`src/design/lrk_pkg.sv`:
```
// Package with widths, codes, reset values and helper functions of the Lorenz RK4 integrator.
`default_nettype none
package lrk_pkg;

   localparam int unsigned StateW   = 32;
   localparam int unsigned DerivW   = 40;
   localparam int unsigned FracW    = 24;
   localparam int unsigned CoefW    = 31;
   localparam int unsigned StepW    = 24;
   localparam int unsigned CsrIdxW  = 3;
   localparam int unsigned CsrDataW = 32;

   localparam int unsigned AccW     = 44;
   localparam int unsigned OpAW     = 44;
   localparam int unsigned AMagW    = 43;
   localparam int unsigned OpBW     = 33;
   localparam int unsigned BMagW    = 32;
   localparam int unsigned DigitW   = 8;
   localparam int unsigned MulSteps = BMagW / DigitW;
   localparam int unsigned MulCntW  = $clog2(MulSteps);
   localparam int unsigned PartW    = AMagW + DigitW;
   localparam int unsigned ProdW    = AMagW + BMagW;
   localparam int unsigned WideW    = 52;
   localparam int unsigned DivW     = 44;
   localparam int unsigned DivDigW  = 4;
   localparam int unsigned DivSteps = DivW / DivDigW;
   localparam int unsigned DivCntW  = $clog2(DivSteps);

   localparam logic [CoefW-1:0]         SigmaRst = 31'd167772160;
   localparam logic [CoefW-1:0]         BetaRst  = 31'd44739243;
   localparam logic [StepW-1:0]         StepRst  = 24'd134218;
   localparam logic signed [StateW-1:0] InitXRst = 32'sd33554432;
   localparam logic signed [StateW-1:0] InitYRst = 32'sd0;
   localparam logic signed [StateW-1:0] InitZRst = 32'sd0;

   localparam logic OpcReload = 1'b0;
   localparam logic OpcStep   = 1'b1;

   localparam logic [CsrIdxW-1:0] CsrSigma = 3'd0;
   localparam logic [CsrIdxW-1:0] CsrBeta  = 3'd1;
   localparam logic [CsrIdxW-1:0] CsrStep  = 3'd2;
   localparam logic [CsrIdxW-1:0] CsrInitX = 3'd3;
   localparam logic [CsrIdxW-1:0] CsrInitY = 3'd4;
   localparam logic [CsrIdxW-1:0] CsrInitZ = 3'd5;

   localparam logic signed [WideW-1:0] DerivHi = WideW'((64'sd1 <<< (DerivW - 1)) - 64'sd1);
   localparam logic signed [WideW-1:0] DerivLo = -DerivHi - WideW'(1);
   localparam logic signed [WideW-1:0] StateHi = WideW'((64'sd1 <<< (StateW - 1)) - 64'sd1);
   localparam logic signed [WideW-1:0] StateLo = -StateHi - WideW'(1);

   typedef enum logic [2:0] {
      ST_IDLE,
      ST_LOAD,
      ST_MUL,
      ST_POST,
      ST_DIV,
      ST_FIX,
      ST_DONE
   } state_type;

   typedef enum logic [2:0] {
      OP_SG,
      OP_RX,
      OP_XY,
      OP_BZ,
      OP_STG,
      OP_UPD
   } op_type;

   typedef struct packed {
      logic [DivDigW-1:0] q;
      logic [1:0]         r;
   } div3_type;

   function automatic logic sat_deriv_ovf(input logic signed [WideW-1:0] v);
      return (v > DerivHi) || (v < DerivLo);
   endfunction

   function automatic logic signed [DerivW-1:0] sat_deriv(input logic signed [WideW-1:0] v);
      if (v > DerivHi) begin
         return DerivHi[DerivW-1:0];
      end else if (v < DerivLo) begin
         return DerivLo[DerivW-1:0];
      end
      return v[DerivW-1:0];
   endfunction

   function automatic logic sat_state_ovf(input logic signed [WideW-1:0] v);
      return (v > StateHi) || (v < StateLo);
   endfunction

   function automatic logic signed [StateW-1:0] sat_state(input logic signed [WideW-1:0] v);
      if (v > StateHi) begin
         return StateHi[StateW-1:0];
      end else if (v < StateLo) begin
         return StateLo[StateW-1:0];
      end
      return v[StateW-1:0];
   endfunction

   // One radix-16 digit of a long division by three, most significant bit first.
   function automatic div3_type div3_digit(input logic [1:0] rem, input logic [DivDigW-1:0] dig);
      logic [2:0] r;
      div3_type   res;
      r = {1'b0, rem};
      for (int i = DivDigW - 1; i >= 0; i--) begin
         r = {r[1:0], dig[i]};
         if (r >= 3'd3) begin
            res.q[i] = 1'b1;
            r        = r - 3'd3;
         end else begin
            res.q[i] = 1'b0;
         end
      end
      res.r = r[1:0];
      return res;
   endfunction

endpackage
`default_nettype wire

```
`src/design/lrk_req_if.sv`:
```
// Step request channel: opcode and rho with valid and ready.
`default_nettype none
interface lrk_req_if import lrk_pkg::*; ();
   logic                     valid;
   logic                     ready;
   logic                     opcode;
   logic signed [StateW-1:0] rho;

   modport source (output valid, output opcode, output rho, input ready);
   modport sink (input valid, input opcode, input rho, output ready);
endinterface
`default_nettype wire

```
`src/design/lrk_rsp_if.sv`:
```
// Result channel: new x, y, z and the saturation flag with valid and ready.
`default_nettype none
interface lrk_rsp_if import lrk_pkg::*; ();
   logic                     valid;
   logic                     ready;
   logic signed [StateW-1:0] out_x;
   logic signed [StateW-1:0] out_y;
   logic signed [StateW-1:0] out_z;
   logic                     saturated;

   modport source (output valid, output out_x, output out_y, output out_z, output saturated,
                   input ready);
   modport sink (input valid, input out_x, input out_y, input out_z, input saturated,
                 output ready);
endinterface
`default_nettype wire

```
`src/design/lrk_csr_if.sv`:
```
// Configuration write channel: register index and write data with valid and ready.
`default_nettype none
interface lrk_csr_if import lrk_pkg::*; ();
   logic                valid;
   logic                ready;
   logic [CsrIdxW-1:0]  index;
   logic [CsrDataW-1:0] data;

   modport source (output valid, output index, output data, input ready);
   modport sink (input valid, input index, input data, output ready);
endinterface
`default_nettype wire

```
`src/design/lorenz_rk4_integrator_step.sv`:
```
// Lorenz RK4 step: each step item runs 28 products on one 43x8 digit-serial multiplier plus
// three radix-16 divides by three. A new item is taken the cycle after the result is loaded.
// Synchronous reset restores the default coefficients and the state (2, 0, 0).
`default_nettype none
module lorenz_rk4_integrator_step import lrk_pkg::*; (
   input  logic      clock,
   input  logic      reset,
   lrk_req_if.sink   req_ch,
   lrk_rsp_if.source rsp_ch,
   lrk_csr_if.sink   csr_ch
);

   state_type                state_ff, state_in;
   op_type                   op_ff, op_in;
   logic [1:0]               rk_ff, rk_in;
   logic [1:0]               idx_ff, idx_in;
   logic [MulCntW-1:0]       cnt_ff, cnt_in;
   logic [DivCntW-1:0]       dcnt_ff, dcnt_in;
   logic                     sat_ff, sat_in;
   logic                     rsp_valid_ff, rsp_valid_in;

   logic [CoefW-1:0]         sigma_ff, sigma_in;
   logic [CoefW-1:0]         beta_ff, beta_in;
   logic [StepW-1:0]         step_ff, step_in;
   logic signed [StateW-1:0] init_x_ff, init_x_in;
   logic signed [StateW-1:0] init_y_ff, init_y_in;
   logic signed [StateW-1:0] init_z_ff, init_z_in;
   logic signed [StateW-1:0] x_ff [3];
   logic signed [StateW-1:0] x_in [3];

   logic signed [StateW-1:0] pt_ff [3];
   logic signed [StateW-1:0] pt_in [3];
   logic signed [DerivW-1:0] k_ff [3];
   logic signed [DerivW-1:0] k_in [3];
   logic signed [AccW-1:0]   acc_ff [3];
   logic signed [AccW-1:0]   acc_in [3];
   logic signed [WideW-1:0]  tmp_ff, tmp_in;
   logic signed [StateW-1:0] rho_ff, rho_in;
   logic [AMagW-1:0]         a_mag_ff, a_mag_in;
   logic [BMagW-1:0]         b_sh_ff, b_sh_in;
   logic [ProdW-1:0]         prod_ff, prod_in;
   logic                     neg_ff, neg_in;
   logic [DivW-1:0]          div_sh_ff, div_sh_in;
   logic [1:0]               rem_ff, rem_in;
   logic [DivW-1:0]          quo_ff, quo_in;
   logic signed [StateW-1:0] out_x_ff, out_x_in;
   logic signed [StateW-1:0] out_y_ff, out_y_in;
   logic signed [StateW-1:0] out_z_ff, out_z_in;
   logic                     out_sat_ff, out_sat_in;

   logic signed [OpAW-1:0]   opa;
   logic signed [OpBW-1:0]   opb;
   logic [OpAW-1:0]          a_abs;
   logic [OpBW-1:0]          b_abs;
   logic [PartW-1:0]         partial;
   logic [ProdW-1:0]         r24;
   logic [ProdW-1:0]         r25;
   logic [ProdW-1:0]         nq;
   logic [WideW-2:0]         rmag;
   logic signed [WideW-1:0]  rs;
   logic signed [WideW-1:0]  w;
   logic signed [WideW-1:0]  qs;
   logic signed [DerivW-1:0] kv [3];
   logic                     wt2;
   div3_type                 dres;

   assign req_ch.ready     = (state_ff == ST_IDLE);
   assign csr_ch.ready     = 1'b1;
   assign rsp_ch.valid     = rsp_valid_ff;
   assign rsp_ch.out_x     = out_x_ff;
   assign rsp_ch.out_y     = out_y_ff;
   assign rsp_ch.out_z     = out_z_ff;
   assign rsp_ch.saturated = out_sat_ff;

   // Operand selection for the shared multiplier.
   always_comb begin
      case (op_ff)
         OP_SG: begin
            opa = OpAW'(pt_ff[1]) - OpAW'(pt_ff[0]);
            opb = OpBW'({1'b0, sigma_ff});
         end
         OP_RX: begin
            opa = OpAW'(rho_ff) - OpAW'(pt_ff[2]);
            opb = OpBW'(pt_ff[0]);
         end
         OP_XY: begin
            opa = OpAW'(pt_ff[0]);
            opb = OpBW'(pt_ff[1]);
         end
         OP_BZ: begin
            opa = OpAW'(pt_ff[2]);
            opb = OpBW'({1'b0, beta_ff});
         end
         OP_STG: begin
            opa = OpAW'(k_ff[idx_ff]);
            opb = OpBW'({1'b0, step_ff});
         end
         OP_UPD: begin
            opa = acc_ff[idx_ff];
            opb = OpBW'({1'b0, step_ff});
         end
         default: begin
            opa = '0;
            opb = '0;
         end
      endcase
      a_abs = opa[OpAW-1] ? -opa : opa;
      b_abs = opb[OpBW-1] ? -opb : opb;
   end

   always_comb begin
      state_in     = state_ff;
      op_in        = op_ff;
      rk_in        = rk_ff;
      idx_in       = idx_ff;
      cnt_in       = cnt_ff;
      dcnt_in      = dcnt_ff;
      sat_in       = sat_ff;
      rsp_valid_in = rsp_valid_ff;
      sigma_in     = sigma_ff;
      beta_in      = beta_ff;
      step_in      = step_ff;
      init_x_in    = init_x_ff;
      init_y_in    = init_y_ff;
      init_z_in    = init_z_ff;
      x_in         = x_ff;
      pt_in        = pt_ff;
      k_in         = k_ff;
      acc_in       = acc_ff;
      tmp_in       = tmp_ff;
      rho_in       = rho_ff;
      a_mag_in     = a_mag_ff;
      b_sh_in      = b_sh_ff;
      prod_in      = prod_ff;
      neg_in       = neg_ff;
      div_sh_in    = div_sh_ff;
      rem_in       = rem_ff;
      quo_in       = quo_ff;
      out_x_in     = out_x_ff;
      out_y_in     = out_y_ff;
      out_z_in     = out_z_ff;
      out_sat_in   = out_sat_ff;

      partial = PartW'(a_mag_ff) * PartW'(b_sh_ff[BMagW-1 -: DigitW]);
      r24     = (prod_ff + (ProdW'(1) << (FracW - 1))) >> FracW;
      r25     = (prod_ff + (ProdW'(1) << FracW)) >> (FracW + 1);
      nq      = (prod_ff + (ProdW'(3) << FracW)) >> (FracW + 1);
      // Stage points built from k1 and k2 use half the step, hence one more bit of shift.
      rmag    = (op_ff == OP_STG && rk_ff != 2'd2) ? r25[WideW-2:0] : r24[WideW-2:0];
      rs      = neg_ff ? -WideW'(rmag) : WideW'(rmag);
      qs      = neg_ff ? -WideW'(quo_ff) : WideW'(quo_ff);
      w       = '0;
      kv      = k_ff;
      wt2     = (rk_ff == 2'd1) || (rk_ff == 2'd2);
      dres    = div3_digit(rem_ff, div_sh_ff[DivW-1 -: DivDigW]);

      if (csr_ch.valid && csr_ch.ready) begin
         case (csr_ch.index)
            CsrSigma: sigma_in  = csr_ch.data[CoefW-1:0];
            CsrBeta:  beta_in   = csr_ch.data[CoefW-1:0];
            CsrStep:  step_in   = csr_ch.data[StepW-1:0];
            CsrInitX: init_x_in = csr_ch.data;
            CsrInitY: init_y_in = csr_ch.data;
            CsrInitZ: init_z_in = csr_ch.data;
            default: ;
         endcase
      end

      if (rsp_ch.valid && rsp_ch.ready) begin
         rsp_valid_in = 1'b0;
      end

      case (state_ff)
         ST_IDLE: begin
            if (req_ch.valid) begin
               sat_in = 1'b0;
               if (req_ch.opcode == OpcReload) begin
                  x_in[0]  = init_x_ff;
                  x_in[1]  = init_y_ff;
                  x_in[2]  = init_z_ff;
                  state_in = ST_DONE;
               end else begin
                  rho_in   = req_ch.rho;
                  pt_in    = x_ff;
                  acc_in   = '{default: '0};
                  rk_in    = 2'd0;
                  idx_in   = 2'd0;
                  op_in    = OP_SG;
                  state_in = ST_LOAD;
               end
            end
         end
         ST_LOAD: begin
            a_mag_in = a_abs[AMagW-1:0];
            b_sh_in  = b_abs[BMagW-1:0];
            neg_in   = opa[OpAW-1] ^ opb[OpBW-1];
            prod_in  = '0;
            cnt_in   = '0;
            state_in = ST_MUL;
         end
         ST_MUL: begin
            // One multiplier digit per cycle, most significant digit first.
            prod_in = (prod_ff << DigitW) + ProdW'(partial);
            b_sh_in = b_sh_ff << DigitW;
            cnt_in  = cnt_ff + MulCntW'(1);
            if (cnt_ff == MulCntW'(MulSteps - 1)) begin
               state_in = ST_POST;
            end
         end
         ST_POST: begin
            state_in = ST_LOAD;
            case (op_ff)
               OP_SG: begin
                  w       = rs;
                  k_in[0] = sat_deriv(w);
                  sat_in  = sat_ff | sat_deriv_ovf(w);
                  op_in   = OP_RX;
               end
               OP_RX: begin
                  w       = rs - WideW'(pt_ff[1]);
                  k_in[1] = sat_deriv(w);
                  sat_in  = sat_ff | sat_deriv_ovf(w);
                  op_in   = OP_XY;
               end
               OP_XY: begin
                  tmp_in = rs;
                  op_in  = OP_BZ;
               end
               OP_BZ: begin
                  w       = tmp_ff - rs;
                  kv[2]   = sat_deriv(w);
                  k_in[2] = kv[2];
                  sat_in  = sat_ff | sat_deriv_ovf(w);
                  for (int i = 0; i < 3; i++) begin
                     acc_in[i] = acc_ff[i] + (wt2 ? (AccW'(kv[i]) <<< 1) : AccW'(kv[i]));
                  end
                  idx_in = 2'd0;
                  op_in  = (rk_ff == 2'd3) ? OP_UPD : OP_STG;
               end
               OP_STG: begin
                  w             = WideW'(x_ff[idx_ff]) + rs;
                  pt_in[idx_ff] = sat_state(w);
                  sat_in        = sat_ff | sat_state_ovf(w);
                  if (idx_ff == 2'd2) begin
                     idx_in = 2'd0;
                     rk_in  = rk_ff + 2'd1;
                     op_in  = OP_SG;
                  end else begin
                     idx_in = idx_ff + 2'd1;
                  end
               end
               OP_UPD: begin
                  // Rounded quotient of h*sum by 6*2^24: halve first, then divide by three.
                  div_sh_in = nq[DivW-1:0];
                  rem_in    = 2'd0;
                  quo_in    = '0;
                  dcnt_in   = '0;
                  state_in  = ST_DIV;
               end
               default: state_in = ST_IDLE;
            endcase
         end
         ST_DIV: begin
            quo_in    = {quo_ff[DivW-DivDigW-1:0], dres.q};
            rem_in    = dres.r;
            div_sh_in = div_sh_ff << DivDigW;
            dcnt_in   = dcnt_ff + DivCntW'(1);
            if (dcnt_ff == DivCntW'(DivSteps - 1)) begin
               state_in = ST_FIX;
            end
         end
         ST_FIX: begin
            w            = WideW'(x_ff[idx_ff]) + qs;
            x_in[idx_ff] = sat_state(w);
            sat_in       = sat_ff | sat_state_ovf(w);
            if (idx_ff == 2'd2) begin
               state_in = ST_DONE;
            end else begin
               idx_in   = idx_ff + 2'd1;
               state_in = ST_LOAD;
            end
         end
         ST_DONE: begin
            if (!rsp_valid_ff || rsp_ch.ready) begin
               out_x_in     = x_ff[0];
               out_y_in     = x_ff[1];
               out_z_in     = x_ff[2];
               out_sat_in   = sat_ff;
               rsp_valid_in = 1'b1;
               state_in     = ST_IDLE;
            end
         end
         default: state_in = ST_IDLE;
      endcase
   end

   always_ff @(posedge clock) begin
      if (reset) begin
         state_ff     <= ST_IDLE;
         op_ff        <= OP_SG;
         rk_ff        <= 2'd0;
         idx_ff       <= 2'd0;
         cnt_ff       <= '0;
         dcnt_ff      <= '0;
         sat_ff       <= 1'b0;
         rsp_valid_ff <= 1'b0;
         sigma_ff     <= SigmaRst;
         beta_ff      <= BetaRst;
         step_ff      <= StepRst;
         init_x_ff    <= InitXRst;
         init_y_ff    <= InitYRst;
         init_z_ff    <= InitZRst;
         x_ff[0]      <= InitXRst;
         x_ff[1]      <= InitYRst;
         x_ff[2]      <= InitZRst;
      end else begin
         state_ff     <= state_in;
         op_ff        <= op_in;
         rk_ff        <= rk_in;
         idx_ff       <= idx_in;
         cnt_ff       <= cnt_in;
         dcnt_ff      <= dcnt_in;
         sat_ff       <= sat_in;
         rsp_valid_ff <= rsp_valid_in;
         sigma_ff     <= sigma_in;
         beta_ff      <= beta_in;
         step_ff      <= step_in;
         init_x_ff    <= init_x_in;
         init_y_ff    <= init_y_in;
         init_z_ff    <= init_z_in;
         x_ff         <= x_in;
      end
   end

   always_ff @(posedge clock) begin
      pt_ff      <= pt_in;
      k_ff       <= k_in;
      acc_ff     <= acc_in;
      tmp_ff     <= tmp_in;
      rho_ff     <= rho_in;
      a_mag_ff   <= a_mag_in;
      b_sh_ff    <= b_sh_in;
      prod_ff    <= prod_in;
      neg_ff     <= neg_in;
      div_sh_ff  <= div_sh_in;
      rem_ff     <= rem_in;
      quo_ff     <= quo_in;
      out_x_ff   <= out_x_in;
      out_y_ff   <= out_y_in;
      out_z_ff   <= out_z_in;
      out_sat_ff <= out_sat_in;
   end

endmodule
`default_nettype wire

```
`src/flat_wrapper.sv`:
```
// flat-port wrapper written by rule: the top's interface ports become plain ports
module lorenz_rk4_integrator_step_flat import lrk_pkg::*;
  (clock, reset, req_ch_valid, req_ch_opcode, req_ch_rho, req_ch_ready, rsp_ch_valid, rsp_ch_out_x, rsp_ch_out_y, rsp_ch_out_z, rsp_ch_saturated, rsp_ch_ready, csr_ch_valid, csr_ch_index, csr_ch_data, csr_ch_ready);
  lrk_req_if req_ch_i ();
  lrk_rsp_if rsp_ch_i ();
  lrk_csr_if csr_ch_i ();
  input  logic clock;
  input  logic reset;
  input wire logic [$bits(req_ch_i.valid)-1:0] req_ch_valid;
  input wire logic [$bits(req_ch_i.opcode)-1:0] req_ch_opcode;
  input wire logic [$bits(req_ch_i.rho)-1:0] req_ch_rho;
  output wire logic [$bits(req_ch_i.ready)-1:0] req_ch_ready;
  output wire logic [$bits(rsp_ch_i.valid)-1:0] rsp_ch_valid;
  output wire logic [$bits(rsp_ch_i.out_x)-1:0] rsp_ch_out_x;
  output wire logic [$bits(rsp_ch_i.out_y)-1:0] rsp_ch_out_y;
  output wire logic [$bits(rsp_ch_i.out_z)-1:0] rsp_ch_out_z;
  output wire logic [$bits(rsp_ch_i.saturated)-1:0] rsp_ch_saturated;
  input wire logic [$bits(rsp_ch_i.ready)-1:0] rsp_ch_ready;
  input wire logic [$bits(csr_ch_i.valid)-1:0] csr_ch_valid;
  input wire logic [$bits(csr_ch_i.index)-1:0] csr_ch_index;
  input wire logic [$bits(csr_ch_i.data)-1:0] csr_ch_data;
  output wire logic [$bits(csr_ch_i.ready)-1:0] csr_ch_ready;
  assign req_ch_i.valid = req_ch_valid;
  assign req_ch_i.opcode = req_ch_opcode;
  assign req_ch_i.rho = req_ch_rho;
  assign req_ch_ready = req_ch_i.ready;
  assign rsp_ch_valid = rsp_ch_i.valid;
  assign rsp_ch_out_x = rsp_ch_i.out_x;
  assign rsp_ch_out_y = rsp_ch_i.out_y;
  assign rsp_ch_out_z = rsp_ch_i.out_z;
  assign rsp_ch_saturated = rsp_ch_i.saturated;
  assign rsp_ch_i.ready = rsp_ch_ready;
  assign csr_ch_i.valid = csr_ch_valid;
  assign csr_ch_i.index = csr_ch_index;
  assign csr_ch_i.data = csr_ch_data;
  assign csr_ch_ready = csr_ch_i.ready;
  lorenz_rk4_integrator_step u_core (.clock(clock), .reset(reset), .req_ch(req_ch_i), .rsp_ch(rsp_ch_i), .csr_ch(csr_ch_i));
endmodule
```
`config.mk`:
```
export PLATFORM = sky130hd
export DESIGN_NAME = lorenz_rk4_integrator_step_flat
export DESIGN_NICKNAME = d
export VERILOG_FILES = /design/src/design/lrk_pkg.sv /design/src/design/lrk_req_if.sv /design/src/design/lrk_rsp_if.sv /design/src/design/lrk_csr_if.sv /design/src/design/lorenz_rk4_integrator_step.sv /design/src/flat_wrapper.sv
export SDC_FILE = /design/constraint.sdc
export NUM_CORES = 2
export LEC_CHECK = 0
export BUFFER_PORTS_ARGS = -buffer_cell sky130_fd_sc_hd__buf_2
export CAP_MARGIN = 5
export CORE_ASPECT_RATIO = 2
export CORE_MARGIN = 3
export CORE_UTILIZATION = 40
export DETAILED_ROUTE_END_ITERATION = 10
export PLACE_DENSITY_LB_ADDON = 0.05
export SYNTH_ARGS = -nofsm -noshare
export SYNTH_HDL_FRONTEND = slang
export SYNTH_SLANG_ARGS = --single-unit
```
`constraint.sdc`:
```
create_clock -name clock -period 16.3 [get_ports clock]
set_input_delay 0.815 -clock clock [delete_from_list [all_inputs] [get_ports clock]]
set_output_delay 0.815 -clock clock [all_outputs]
set_load 0.05 [all_outputs]
```
==> results_dict.tcl <==
set metrics [dict create \
    outcome "complete, but fails checks" \
    violations "capacitance limit" \
    layout.nets 10240 \
    cts_htree_levels 3 \
    synthesis.area_per_instance_um2 8.909 \
    cp-startpoint "u_core.prod_ff[25]$_SDFFCE_PN0P_" \
    clk-insertion-delay-late_ns 0.79 \
    worst_path_max_delay_cell "or4b_1" \
    syn-cell-area_mm2 0.08400 \
    first_pass_grt_wire_length_mm 533.5 \
    grt_remaining_overflow 0 \
    tritoncts "yes" \
    cts_repair_resize_count 0 \
    gpl.final_weighted_congestion 0.9856 \
    worst_hold_slack_ns 0.2263 \
    grt_util_all_layers 0.3458 \
    hold_path.startpoint "req_ch_rho[25]" \
    layout.cells.non_filler 12270 \
    setup_ws_ns 1.503 \
    drc_errors 0 \
    place.port_buffers 171 \
    min_period_ns 14.80 \
    die_w_um 330.0 \
    cts-hold-fix-buffers 0 \
    critPathRequiredTime_ns 16.89 \
    max_freq_mhz 67.58 \
    die_area_mm2 0.2159 \
    worst_setup_hold_path_clk_slew_ns 0.07 \
    worst_slew_pin_slew_ns 1.483 \
    placed_cell_count 12040 \
    final-max-slew-violation-count 0 \
    drt_first_pass_iters 6 \
    worstPathBufferInverterCount 2 \
    drt_wl_total_mm 379.3 \
    clock_sink_count 1066 \
    critPathKind "register to register" \
    start_kind "register" \
    number_of_cts_inserted_buffers 107 \
    origin_of_the_critical_flop_to_flop_path "u_core.prod_ff[25]$_SDFFCE_PN0P_" \
    post_route_cells_drive_above_1_share 0.08192 \
    r2r_setup_slack_ns 1.50 \
    timing.critical_path.to_type "register" \
    timing.final.setup_violations 0 \
    synthCells 9428 \
    cts_buffer_depth 3 \
    hold_path.class "input pin to register" \
    critical_path.most_common_cell "a21oi_1" \
    finClkSkew_ns 0.05039 \
    synth_fp_nets 10270 \
    critical_path.max_stage_delay_ns 0.71 \
    post_drt_via_cell_ratio 5.985 \
    data_arrival_critical_path_ns 15.39 \
    ys.flop_type "edfxtp_1" \
    drv.max_cap_violation_count 1 \
    placement.setup.worst_slack_ns 1.756 \
    vias_in_the_first_global_route 74680 \
    num_vias 73440 \
    dr.first_iter.drc_count 5164 \
    fin_tns_setup_ns 0 \
    ys_seq_elements 1066 \
    min_period_over_period 0.9078 \
    die_h_um 654.1 \
    total_number_of_placement_rows 237 \
    cts_setup_buffers 0 \
    clock_tree.root_cell "clkbuf_16" \
    synth_cell_type_count 109 \
    grt_antenna_before_repair 25 \
    dpl.hpwl_mm 303.7 \
    synth_async_sr_flop_share 0 \
    wl_per_cell_um 30.91 \
    grt_start_max_net_pins 119 \
    rsz0062_at_grt "no" \
    core_footprint_mm2 0.2085 \
    final_antenna_net_count 0 \
    relSlewSlack 0.001141 \
    final-hold-violation-count 0 \
    ys_warn_count 0 \
    cell_family_with_most_cp_delay "compound AO/OA/AOI/OAI gates" \
    synth-edff-count 770 \
    io-pin-count 173 \
    yosysSeqAreaShare 0.3458 \
    effective_utilization_at_floorplan 0.4029 \
    layout-area-overhead-vs-synth_pct 9.173 \
    crit_path_max_fanout 21 \
]
==> through the flow <==
| step | util | instance area (um2) |
|---|---|---|
| 2_1_floorplan | - | 84000 |
| 3_3_place_gp | 0.4217 | 87900 |
| 3_5_place_dp | 0.4218 | 87930 |
| 4_1_cts | 0.4394 | 91590 |
| 5_1_grt | 0.4397 | 91670 |
| 6_report | 0.4399 | 91700 |
==> kinds of logic (layout without fill, tap and decap cells) <==
logic type,Yosys count,after routing,share of synthesized area
buffers and inverters,1054,1123,0.04843
xor gates and xnor gates,615,615,0.06431
DFF,1066,1066,0.3458
and+or+nand+nor,3370,3370,0.1907
adders and majority gates,776,776,0.1418
muxes,259,259,0.03307
other,1,26,0.00004465
AOI/OAI and AO/OA,2287,2287,0.1758
==> path summary, 6_finish.rpt <==
kind,to,cells after the start
hold reg to reg,u_core.sigma_ff[10]$_SDFFE_PP0P_,2
hold / removal,u_core.rho_ff[25]$_DFFE_PP_,1
setup / recovery,u_core.acc_ff[43]$_SDFFCE_PN0P_,50
setup reg to reg,u_core.acc_ff[43]$_SDFFCE_PN0P_,50
==> cells in the mapped netlist, types with 78 or more instances <==
master,n,share of area
or3_1,80,0.0060
edfxtp_1,770,0.28
and3_1,78,0.0058
mux2_2,88,0.012
inv_1,568,0.025
and2_1,250,0.019
a22o_1,101,0.011
nand4_1,79,0.0059
a21o_1,156,0.014
nand3_1,171,0.010
ha_1,467,0.070
o21ai_0,513,0.031
nand2b_1,93,0.0069
clkbuf_1,388,0.017
o21a_1,84,0.0075
fa_1,297,0.071
xnor2_1,397,0.041
nor3_1,214,0.013
xor2_1,217,0.023
dfxtp_1,296,0.071
nor4_1,152,0.011
nor2_1,863,0.039
mux2i_1,165,0.020
nand2_1,1109,0.050
a21oi_1,649,0.039
==> routing by layer <==
metal  vias up  GRT usage  part of all wire
li1      33630          -                 -
met1     36190     0.3232              0.32
met2      2525     0.6363              0.52
met3      1090    0.04228             0.039
met4        12     0.3372              0.12
met5         -          0           0.00021
==> cell usage in the layout (no fill, tap or decap), drive strengths merged, types with 88 or more instances in the layout <==
cell type | synthesis | layout
nand2 | 1109 | 1109
nor2 | 863 | 863
edfxtp | 770 | 770
a21oi | 651 | 651
inv | 572 | 585
o21ai | 523 | 523
ha | 467 | 467
xnor2 | 397 | 397
buf | 89 | 343
fa | 297 | 297
dfxtp | 296 | 296
and2 | 254 | 254
xor2 | 217 | 217
nor3 | 216 | 216
nand3 | 171 | 171
mux2i | 166 | 166
a21o | 156 | 156
nor4 | 156 | 156
clkbuf | 388 | 123
a22o | 101 | 101
nand2b | 93 | 93
mux2 | 88 | 88
==> area by class of cell <==
class,count,area [um2]
Timing Repair Buffer,343,2172
Clock inverter,80,845.8
Multi-Input combinational cell,7308,51130
Antenna cell,25,62.56
Inverter,577,2171
Sequential cell,1066,29060
Tap cell,2748,3438
Clock buffer,123,2821
Fill cell,20560,116800
==> state kept, by name, summed over array words and instances, names as in the netlist, 43 cells and up <==
register and cells:
u_core.k_ff 120, u_core.pt_ff 96, u_core.x_ff 96, u_core.tmp_ff 52
u_core.acc_ff 132, u_core.div_sh_ff 44, u_core.a_mag_ff 43, u_core.quo_ff 44
u_core.prod_ff 75
Power is left out: the tool's default activity adds up to more than one toggle a clock period on the data nets, which glitch-free logic cannot reach.
